## config.mk

```make
export PLATFORM = sky130hd
export DESIGN_NAME = rfcb_ctrl_flat
export DESIGN_NICKNAME = d
export VERILOG_FILES = /design/src/rtl/rect_fill_copy_blitter_defines.svh /design/src/rtl/rfcb_pkg.sv /design/src/rtl/rfcb_if.sv /design/src/rtl/rfcb_ctrl.sv /design/src/flat_wrapper.sv
export SDC_FILE = /design/constraint.sdc
export NUM_CORES = 2
export LEC_CHECK = 0
export ABC_AREA = 1
export BUFFER_PORTS_ARGS = -buffer_cell sky130_fd_sc_hd__buf_4
export CAP_MARGIN = 20
export CORE_ASPECT_RATIO = 0.75
export CORE_MARGIN = 2
export CORE_UTILIZATION = 57
export CTS_CLUSTER_SIZE = 24
export DETAILED_ROUTE_END_ITERATION = 7
export PLACE_DENSITY = 0.76
export SLEW_MARGIN = 20
export SYNTH_ARGS = -nofsm -noshare
export SYNTH_HDL_FRONTEND = slang
export SYNTH_SLANG_ARGS = --single-unit
```

## constraint.sdc

```tcl
create_clock -name clk -period 10.49 [get_ports clk]
set_clock_uncertainty 0.15 [all_clocks]
set_input_delay 1.049 -clock clk [delete_from_list [all_inputs] [get_ports clk]]
set_output_delay 1.049 -clock clk [all_outputs]
set_load 0.01 [all_outputs]
```

## src/rtl/rect_fill_copy_blitter_defines.svh

```systemverilog
// Assertion helpers for the blitter
`ifndef RECT_FILL_COPY_BLITTER_DEFINES_SVH
`define RECT_FILL_COPY_BLITTER_DEFINES_SVH

`define RFCB_ASSERT_IMPL(label, clk, rst_n, ante, cons) \
	label: assert property (@(posedge clk) disable iff (!rst_n) (ante) |-> (cons)) \
		else $error("assertion failed");

`define RFCB_ASSERT_NEXT(label, clk, rst_n, ante, cons) \
	label: assert property (@(posedge clk) disable iff (!rst_n) (ante) |=> (cons)) \
		else $error("assertion failed");

`endif

```

## src/rtl/rfcb_pkg.sv

```systemverilog
package rfcb_pkg;
	localparam int MaxWidth  = 256;
	localparam int MaxHeight = 256;
	localparam int AddrW     = $clog2(MaxWidth * MaxHeight);
	localparam int DimW      = 9;

	localparam logic [2:0] KIND_FILL  = 3'd0;
	localparam logic [2:0] KIND_COPY  = 3'd1;
	localparam logic [2:0] KIND_BSTART = 3'd2;
	localparam logic [2:0] KIND_BPIX  = 3'd3;
	localparam logic [2:0] KIND_READ  = 3'd4;

	localparam logic [1:0] ST_OK    = 2'd0;
	localparam logic [1:0] ST_OOB   = 2'd1;
	localparam logic [1:0] ST_PSIZE = 2'd2;
	localparam logic [1:0] ST_NOBMP = 2'd3;

	localparam logic [1:0] REG_FW = 2'd0;
	localparam logic [1:0] REG_FH = 2'd1;
	localparam logic [1:0] REG_PB = 2'd2;

	typedef struct packed {
		logic [2:0]  kind;
		logic [15:0] x_pos;
		logic [15:0] y_pos;
		logic [15:0] rect_width;
		logic [15:0] rect_height;
		logic [15:0] dest_x_pos;
		logic [15:0] dest_y_pos;
		logic [31:0] pixel_value;
	} cmd_t;

	typedef struct packed {
		logic [1:0]  status;
		logic [31:0] read_value;
	} res_t;

	// controller -> datapath
	typedef struct packed {
		logic             we;
		logic [AddrW-1:0] waddr;
		logic             wsel_rd;  // write data from read port
		logic [31:0]      wdata;
		logic [AddrW-1:0] raddr;
	} dp_cmd_t;

	function automatic logic [31:0] pix_mask(input logic [2:0] pb);
		logic [31:0] m;
		m = '0;
		case (pb)
			3'd0: m = 32'h0000_0000;
			3'd1: m = 32'h0000_00ff;
			3'd2: m = 32'h0000_ffff;
			3'd3: m = 32'h00ff_ffff;
			default: m = 32'hffff_ffff;
		endcase
		return m;
	endfunction
endpackage

```

## src/rtl/rfcb_if.sv

```systemverilog
interface rfcb_cmd_if;
	import rfcb_pkg::*;
	logic valid;
	logic ready;
	cmd_t data;
	modport source (output valid, output data, input ready);
	modport sink (input valid, input data, output ready);
endinterface

interface rfcb_res_if;
	import rfcb_pkg::*;
	logic valid;
	logic ready;
	res_t data;
	modport source (output valid, output data, input ready);
	modport sink (input valid, input data, output ready);
endinterface

```

## src/rtl/rfcb_ctrl.sv

```systemverilog
module rfcb_ctrl (
	input  logic                 clk,
	input  logic                 arst_n,
	rfcb_cmd_if.sink             cmd_in,
	rfcb_res_if.source           res_out,
	input  logic                 cfg_we,
	input  logic [1:0]           cfg_index,
	input  logic [8:0]           cfg_data,
	output rfcb_pkg::dp_cmd_t    dp,
	input  logic [31:0]          rdata,
	output logic                 idle
);
	import rfcb_pkg::*;

	localparam logic [2:0] S_CLEAR = 3'd0;
	localparam logic [2:0] S_IDLE  = 3'd1;
	localparam logic [2:0] S_FILL  = 3'd2;
	localparam logic [2:0] S_CRD   = 3'd3;
	localparam logic [2:0] S_CWR   = 3'd4;
	localparam logic [2:0] S_RD    = 3'd5;

	logic [2:0] state_q;
	logic [AddrW-1:0] clr_q;
	logic [8:0] fw_q, fh_q;
	logic [2:0] pb_q;
	logic [8:0] bl_q, bt_q, bc_q, br_q, cc_q, cr_q;
	logic bopen_q;
	// walk registers
	logic [8:0] col_q, row_q, w_q, h_q, sx_q, sy_q, dx_q, dy_q;
	logic rev_q;
	logic rev_col_q;
	logic [31:0] val_q;
	logic res_valid_q;
	res_t res_q;
	logic [31:0] rmask_q;

	logic [8:0] ew, eh;
	assign ew = (fw_q > 9'(MaxWidth)) ? 9'(MaxWidth) : fw_q;
	assign eh = (fh_q > 9'(MaxHeight)) ? 9'(MaxHeight) : fh_q;

	cmd_t c;
	assign c = cmd_in.data;

	logic src_ok, dst_ok, rd_ok, pb_ok;
	assign src_ok = ({1'b0, c.x_pos} + {1'b0, c.rect_width} <= {8'd0, ew})
		&& ({1'b0, c.y_pos} + {1'b0, c.rect_height} <= {8'd0, eh});
	assign dst_ok = ({1'b0, c.dest_x_pos} + {1'b0, c.rect_width} <= {8'd0, ew})
		&& ({1'b0, c.dest_y_pos} + {1'b0, c.rect_height} <= {8'd0, eh});
	assign rd_ok = (c.x_pos < {7'd0, ew}) && (c.y_pos < {7'd0, eh});
	assign pb_ok = (pb_q == 3'd1) || (pb_q == 3'd2) || (pb_q == 3'd4);

	logic idle_ready, accept, out_free;
	assign out_free = !res_valid_q || res_out.ready;
	assign idle_ready = (state_q == S_IDLE) && out_free;
	assign cmd_in.ready = idle_ready;
	assign accept = cmd_in.valid && idle_ready;
	assign res_out.valid = res_valid_q;
	assign res_out.data = res_q;
	assign idle = (state_q == S_IDLE);

	// address = row * width + col; full 17-bit product, kept if inside store
	function automatic logic [17:0] mk_addr(input logic [8:0] col, input logic [8:0] row,
		input logic [8:0] wd);
		return 18'({9'd0, row} * {9'd0, wd}) + 18'(col);
	endfunction

	logic [8:0] bx, by;
	logic [17:0] bpa, rda, fa, sa, da;
	assign bx = bl_q + cc_q;
	assign by = bt_q + cr_q;
	assign bpa = mk_addr(bx, by, ew);
	assign rda = mk_addr(c.x_pos[8:0], c.y_pos[8:0], ew);
	assign fa = mk_addr(sx_q + col_q, sy_q + row_q, ew);
	logic [8:0] crow, ccol;
	assign crow = rev_q ? (h_q - 9'd1 - row_q) : row_q;
	// same-row copy to the right walks columns from the right end
	assign ccol = rev_col_q ? (w_q - 9'd1 - col_q) : col_q;
	assign sa = mk_addr(sx_q + ccol, sy_q + crow, ew);
	assign da = mk_addr(dx_q + ccol, dy_q + crow, ew);

	logic last_col, last_row;
	assign last_col = (col_q == w_q - 9'd1);
	assign last_row = (row_q == h_q - 9'd1);

	localparam logic [17:0] Depth = 18'(MaxWidth * MaxHeight);

	always_comb begin
		dp = '0;
		unique case (state_q)
			S_CLEAR: begin
				dp.we = 1'b1;
				dp.waddr = clr_q;
			end
			S_IDLE: begin
				if (accept && c.kind == KIND_BPIX && bopen_q && bpa < Depth) begin
					dp.we = 1'b1;
					dp.waddr = AddrW'(bpa);
					dp.wdata = c.pixel_value & pix_mask(pb_q);
				end
				dp.raddr = AddrW'(rda);
			end
			S_FILL: begin
				dp.we = fa < Depth;
				dp.waddr = AddrW'(fa);
				dp.wdata = val_q;
			end
			S_CRD: dp.raddr = AddrW'(sa);
			S_CWR: begin
				dp.we = 1'b1;
				dp.waddr = AddrW'(da);
				dp.wsel_rd = 1'b1;
			end
			S_RD: ;
			default: ;
		endcase
	end

	always_ff @(posedge clk or negedge arst_n) begin
		if (!arst_n) begin
			state_q <= S_CLEAR;
			clr_q <= '0;
			fw_q <= 9'd256; fh_q <= 9'd256; pb_q <= 3'd4;
			bopen_q <= 1'b0;
			bl_q <= '0; bt_q <= '0; bc_q <= '0; br_q <= '0; cc_q <= '0; cr_q <= '0;
			res_valid_q <= 1'b0;
			col_q <= '0; row_q <= '0;
		end else begin
			if (res_valid_q && res_out.ready)
				res_valid_q <= 1'b0;
			if (cfg_we) begin
				unique case (cfg_index)
					REG_FW: begin fw_q <= cfg_data; bopen_q <= 1'b0; end
					REG_FH: begin fh_q <= cfg_data; bopen_q <= 1'b0; end
					REG_PB: pb_q <= cfg_data[2:0];
					default: ;
				endcase
			end
			unique case (state_q)
				S_CLEAR: begin
					clr_q <= clr_q + 1'b1;
					if (&clr_q)
						state_q <= S_IDLE;
				end
				S_IDLE: if (accept) begin
					res_q <= '{status: ST_OK, read_value: 32'd0};
					col_q <= '0; row_q <= '0;
					w_q <= c.rect_width[8:0]; h_q <= c.rect_height[8:0];
					sx_q <= c.x_pos[8:0]; sy_q <= c.y_pos[8:0];
					dx_q <= c.dest_x_pos[8:0]; dy_q <= c.dest_y_pos[8:0];
					rev_q <= c.dest_y_pos > c.y_pos;
					rev_col_q <= (c.dest_y_pos == c.y_pos) && (c.dest_x_pos > c.x_pos);
					val_q <= c.pixel_value & pix_mask(pb_q);
					res_valid_q <= 1'b1;
					case (c.kind)
						KIND_FILL: begin
							if (!src_ok) res_q.status <= ST_OOB;
							else if (!pb_ok) res_q.status <= ST_PSIZE;
							else if (c.rect_width != 0 && c.rect_height != 0) begin
								state_q <= S_FILL;
								res_valid_q <= 1'b0;
							end
						end
						KIND_COPY: begin
							if (!src_ok || !dst_ok) res_q.status <= ST_OOB;
							else if (c.rect_width != 0 && c.rect_height != 0) begin
								state_q <= S_CRD;
								res_valid_q <= 1'b0;
							end
						end
						KIND_BSTART: begin
							if (!src_ok) begin
								res_q.status <= ST_OOB;
								bopen_q <= 1'b0;
							end else begin
								bl_q <= c.x_pos[8:0]; bt_q <= c.y_pos[8:0];
								bc_q <= c.rect_width[8:0]; br_q <= c.rect_height[8:0];
								cc_q <= '0; cr_q <= '0;
								bopen_q <= c.rect_width != 0 && c.rect_height != 0;
							end
						end
						KIND_BPIX: begin
							if (!bopen_q) res_q.status <= ST_NOBMP;
							else if (cc_q + 9'd1 >= bc_q) begin
								cc_q <= '0;
								cr_q <= cr_q + 9'd1;
								if (cr_q + 9'd1 >= br_q) bopen_q <= 1'b0;
							end else
								cc_q <= cc_q + 9'd1;
						end
						KIND_READ: begin
							if (!rd_ok) res_q.status <= ST_OOB;
							else begin
								state_q <= S_RD;
								res_valid_q <= 1'b0;
								rmask_q <= pix_mask(pb_q);
							end
						end
						default: ;
					endcase
				end
				S_RD: begin
					res_q.read_value <= rdata & rmask_q;
					res_valid_q <= 1'b1;
					state_q <= S_IDLE;
				end
				S_FILL, S_CWR: begin
					if (last_col) begin
						col_q <= '0;
						row_q <= row_q + 9'd1;
						if (last_row) begin
							res_valid_q <= 1'b1;
							state_q <= S_IDLE;
						end else
							state_q <= (state_q == S_CWR) ? S_CRD : S_FILL;
					end else begin
						col_q <= col_q + 9'd1;
						state_q <= (state_q == S_CWR) ? S_CRD : S_FILL;
					end
				end
				S_CRD: state_q <= S_CWR;
				default: state_q <= S_IDLE;
			endcase
		end
	end
endmodule

```

## src/flat_wrapper.sv

```systemverilog
// flat-port wrapper written by rule: the top's interface ports become plain ports
module rfcb_ctrl_flat import rfcb_pkg::*;
  (clk, arst_n, cfg_we, cfg_index, cfg_data, dp, rdata, idle, cmd_in_valid, cmd_in_data, cmd_in_ready, res_out_valid, res_out_data, res_out_ready);
  rfcb_cmd_if cmd_in_i ();
  rfcb_res_if res_out_i ();
  input  logic clk;
  input  logic arst_n;
  input  logic cfg_we;
  input  logic [1:0] cfg_index;
  input  logic [8:0] cfg_data;
  output rfcb_pkg::dp_cmd_t dp;
  input  logic [31:0] rdata;
  output logic idle;
  input wire logic [$bits(cmd_in_i.valid)-1:0] cmd_in_valid;
  input wire logic [$bits(cmd_in_i.data)-1:0] cmd_in_data;
  output wire logic [$bits(cmd_in_i.ready)-1:0] cmd_in_ready;
  output wire logic [$bits(res_out_i.valid)-1:0] res_out_valid;
  output wire logic [$bits(res_out_i.data)-1:0] res_out_data;
  input wire logic [$bits(res_out_i.ready)-1:0] res_out_ready;
  assign cmd_in_i.valid = cmd_in_valid;
  assign cmd_in_i.data = cmd_in_data;
  assign cmd_in_ready = cmd_in_i.ready;
  assign res_out_valid = res_out_i.valid;
  assign res_out_data = res_out_i.data;
  assign res_out_i.ready = res_out_ready;
  rfcb_ctrl u_core (.clk(clk), .arst_n(arst_n), .cmd_in(cmd_in_i), .res_out(res_out_i), .cfg_we(cfg_we), .cfg_index(cfg_index), .cfg_data(cfg_data), .dp(dp), .rdata(rdata), .idle(idle));
endmodule
```

==> qor.csv <==
metric,value,unit
outcome,"complete, no violations",
grt_pass1_vias,30537,
clkTransAtPathRegs,70,ps
rr_startpoint,u_core.fw_q[8],
critPathKind,reg2out,
ir_worst_vdd,0.000285,V
synth.avg_cell_area,7.52,µm²
root_buffer,clkbuf_16,
dr.pass1.iters,8,
synth_seq_cells,240,
setup_viol,0,
final_cell_count_no_fill,5701,
synth_area_leader_cell,ha_1,
antenna_found_initial,4,
fin_crit,10120,ps
crit_top_cell,inv_1,
drive_gt1_frac,0.0937,
drt_iter0_markers,3131,
syn_nets,5567,
slowest_stage,fa_1,
diodes,0,
dp_hpwl,88300,µm
power_leakage,20.8,nW
syn_to_final_growth,12.2,%
clock_tree.buffer_depth,3,
startpoint_type,register,
fmax,98.8,MHz
fp.coreArea,0.0603,mm²
dieArea,0.0629,mm²
viasPerCell,5.58,
die_w,289,µm
gp_congestion,1.03,
critPathMaxStageDelay,550,ps
nets,5837,
ys_seq_area_frac,0.191,
std_cell_rows,78,
synth_warnings,0,
drc,0,
synth_most_common_cell,nand2_1,
cts_made_buffers,27,
max_slew_margin,0.243,
clock_latency,600,ps
ys.flop_type,edfxtp_1,
netlist_top_cells_count,"1047 x nand2_1, 916 x inv_1, 492 x ha_1",
dpl.cell_count,5648,
grt_max_degree,71,
htreeDepth,1,
drtAntennaViolNets,0,
ys_types,66,
async_flop_share,0.475,
start_util,0.575,
cts_hold_buffers,0,
finalMaxSlewViolations,0,
clkSinkCount,240,
synth_area_leaders,"ha_1 18%, fa_1 17%, nand2_1 11%",
startpoint,u_core.h_q[0],
finalHoldViolations,0,
dp_slack,659,ps
totalWireLength,108000,µm
synth_top_area_share,0.177,
syn_inst,4610,
synthesis.area,0.0347,mm²
multiInputGateArea,0.0244,mm²
synth_edf_count,126,
crit_path_end_kind,output pin,
required,9290,ps
worst_pin_slew,1130,ps
hold_class,in2async,
largest_register_ffs,34,
arrival,8920,ps
die_h,218,µm
tritoncts,built,
regArea,0.00664,mm²
p_per_area,228,mW/mm²
vias,31814,
period_share,0.964,
grt.total_usage,0.345,
port_buffers,281,
routedWlPerCell,18.9,µm
cp_max_fo,6,
grt_overflow,0,
cap_viol_max_count,0,
fillers,5392,
grt_pass1_wl,168000,µm
final.setup.worst_slack,374,ps
pin_count,282,
-- worst max-delay path: cells and delay by family (launching register included) --
family          cells  cell delay [ps]
buf+inv             7              750
compound gates      8             1290
flops               1              400
simple gates       12             1900
fa+ha+maj           9             3500
xor+xnor            3              470
-- per-layer routing --
layer,GRT usage,vias up,part of all wire
met2,0.515,1457,0.41
met4,0.0792,2,0.028
met3,0.0849,202,0.11
met5,0,-,0.00012
li1,-,15200,-
met1,0.504,14953,0.44
-- path summary, 6_finish.rpt --
path,to,slack (ps),cells after the start
worst max-delay path,dp[15],370,39
worst max register to register,u_core.rmask_q[30],5980,13
worst min register to register,u_core.clr_q[5],340,1
worst min-delay path,u_core.bc_q[6],170,1
max in group asynchronous,u_core.row_q[6],8790,2
min in group clk,u_core.clr_q[5],340,1
-- what timing repair did --
item / 4_1_cts / 5_1_grt
pin swaps: 0 / 5
buffers inserted: 0 / 2
hold endpoints to repair: 0 / 0
setup endpoints to repair: 1 / 13
gates resized for setup: 1 / 18
-- report_power, final --
part	internal, mW	switching, mW	total (mW)
clock network	0.661	0.457	1.12
logic	2.34	4.19	6.54
registers	1.12	0.0865	1.21
-- final cells by class --
class | instances | share of cell area
clock buffers | 30 | 0.0179
clock inverters | 20 | 0.00830
inverters | 928 | 0.0895
multi-input cells | 3368 | 0.627
flip-flops and latches | 240 | 0.171
well taps | 800 | 0.0257
repair buffers | 315 | 0.0613
-- placed cells by master (no fill, tap or decap), types with 10 or more instances in the layout --
cell type  count
a21oi_1      261
a31oi_1       11
and2_1        11
buf_4        314
clkbuf_16     27
dfrtp_1      111
edfxtp_1     126
fa_1         286
ha_1         490
inv_1        916
nand2_1     1045
nand2_2       10
nand3_1      178
nand3b_1      12
nand4_1       55
nor2_1       412
nor3_1        36
nor4_1        24
o2111ai_1     13
o21ai_0      192
o21ai_2       11
o21bai_1      13
o22ai_1       16
or2_2         32
xnor2_1       57
xor2_1       107
-- per-stage QoR --
stage,total power [mW],setup TNS [ps],util,hold slack [ps],cell area [µm²]
5_1_grt,9.71,-191,0.645,168,38900
3_5_place_dp,7.39,0,0.626,328,37800
2_1_floorplan,5.53,0,-,307,34700
6_report,8.86,0,0.645,174,38900
4_1_cts,8.59,0,0.643,156,38800
3_3_place_gp,7.33,0,0.626,325,37800
-- kinds of logic (layout without fill, tap and decap cells) --
kind of cell,Yosys count,in the layout,synth area share
AOI/OAI and AO/OA,576,576,0.0923
xor gates and xnor gates,165,165,0.0417
buffers and inverters,1002,1293,0.109
DFF,240,240,0.191
and+or+nand+nor,1847,1847,0.223
muxes,2,2,0.000649
adders and majority gates,778,778,0.343
Note: power is estimated with default switching activity, not from simulation.
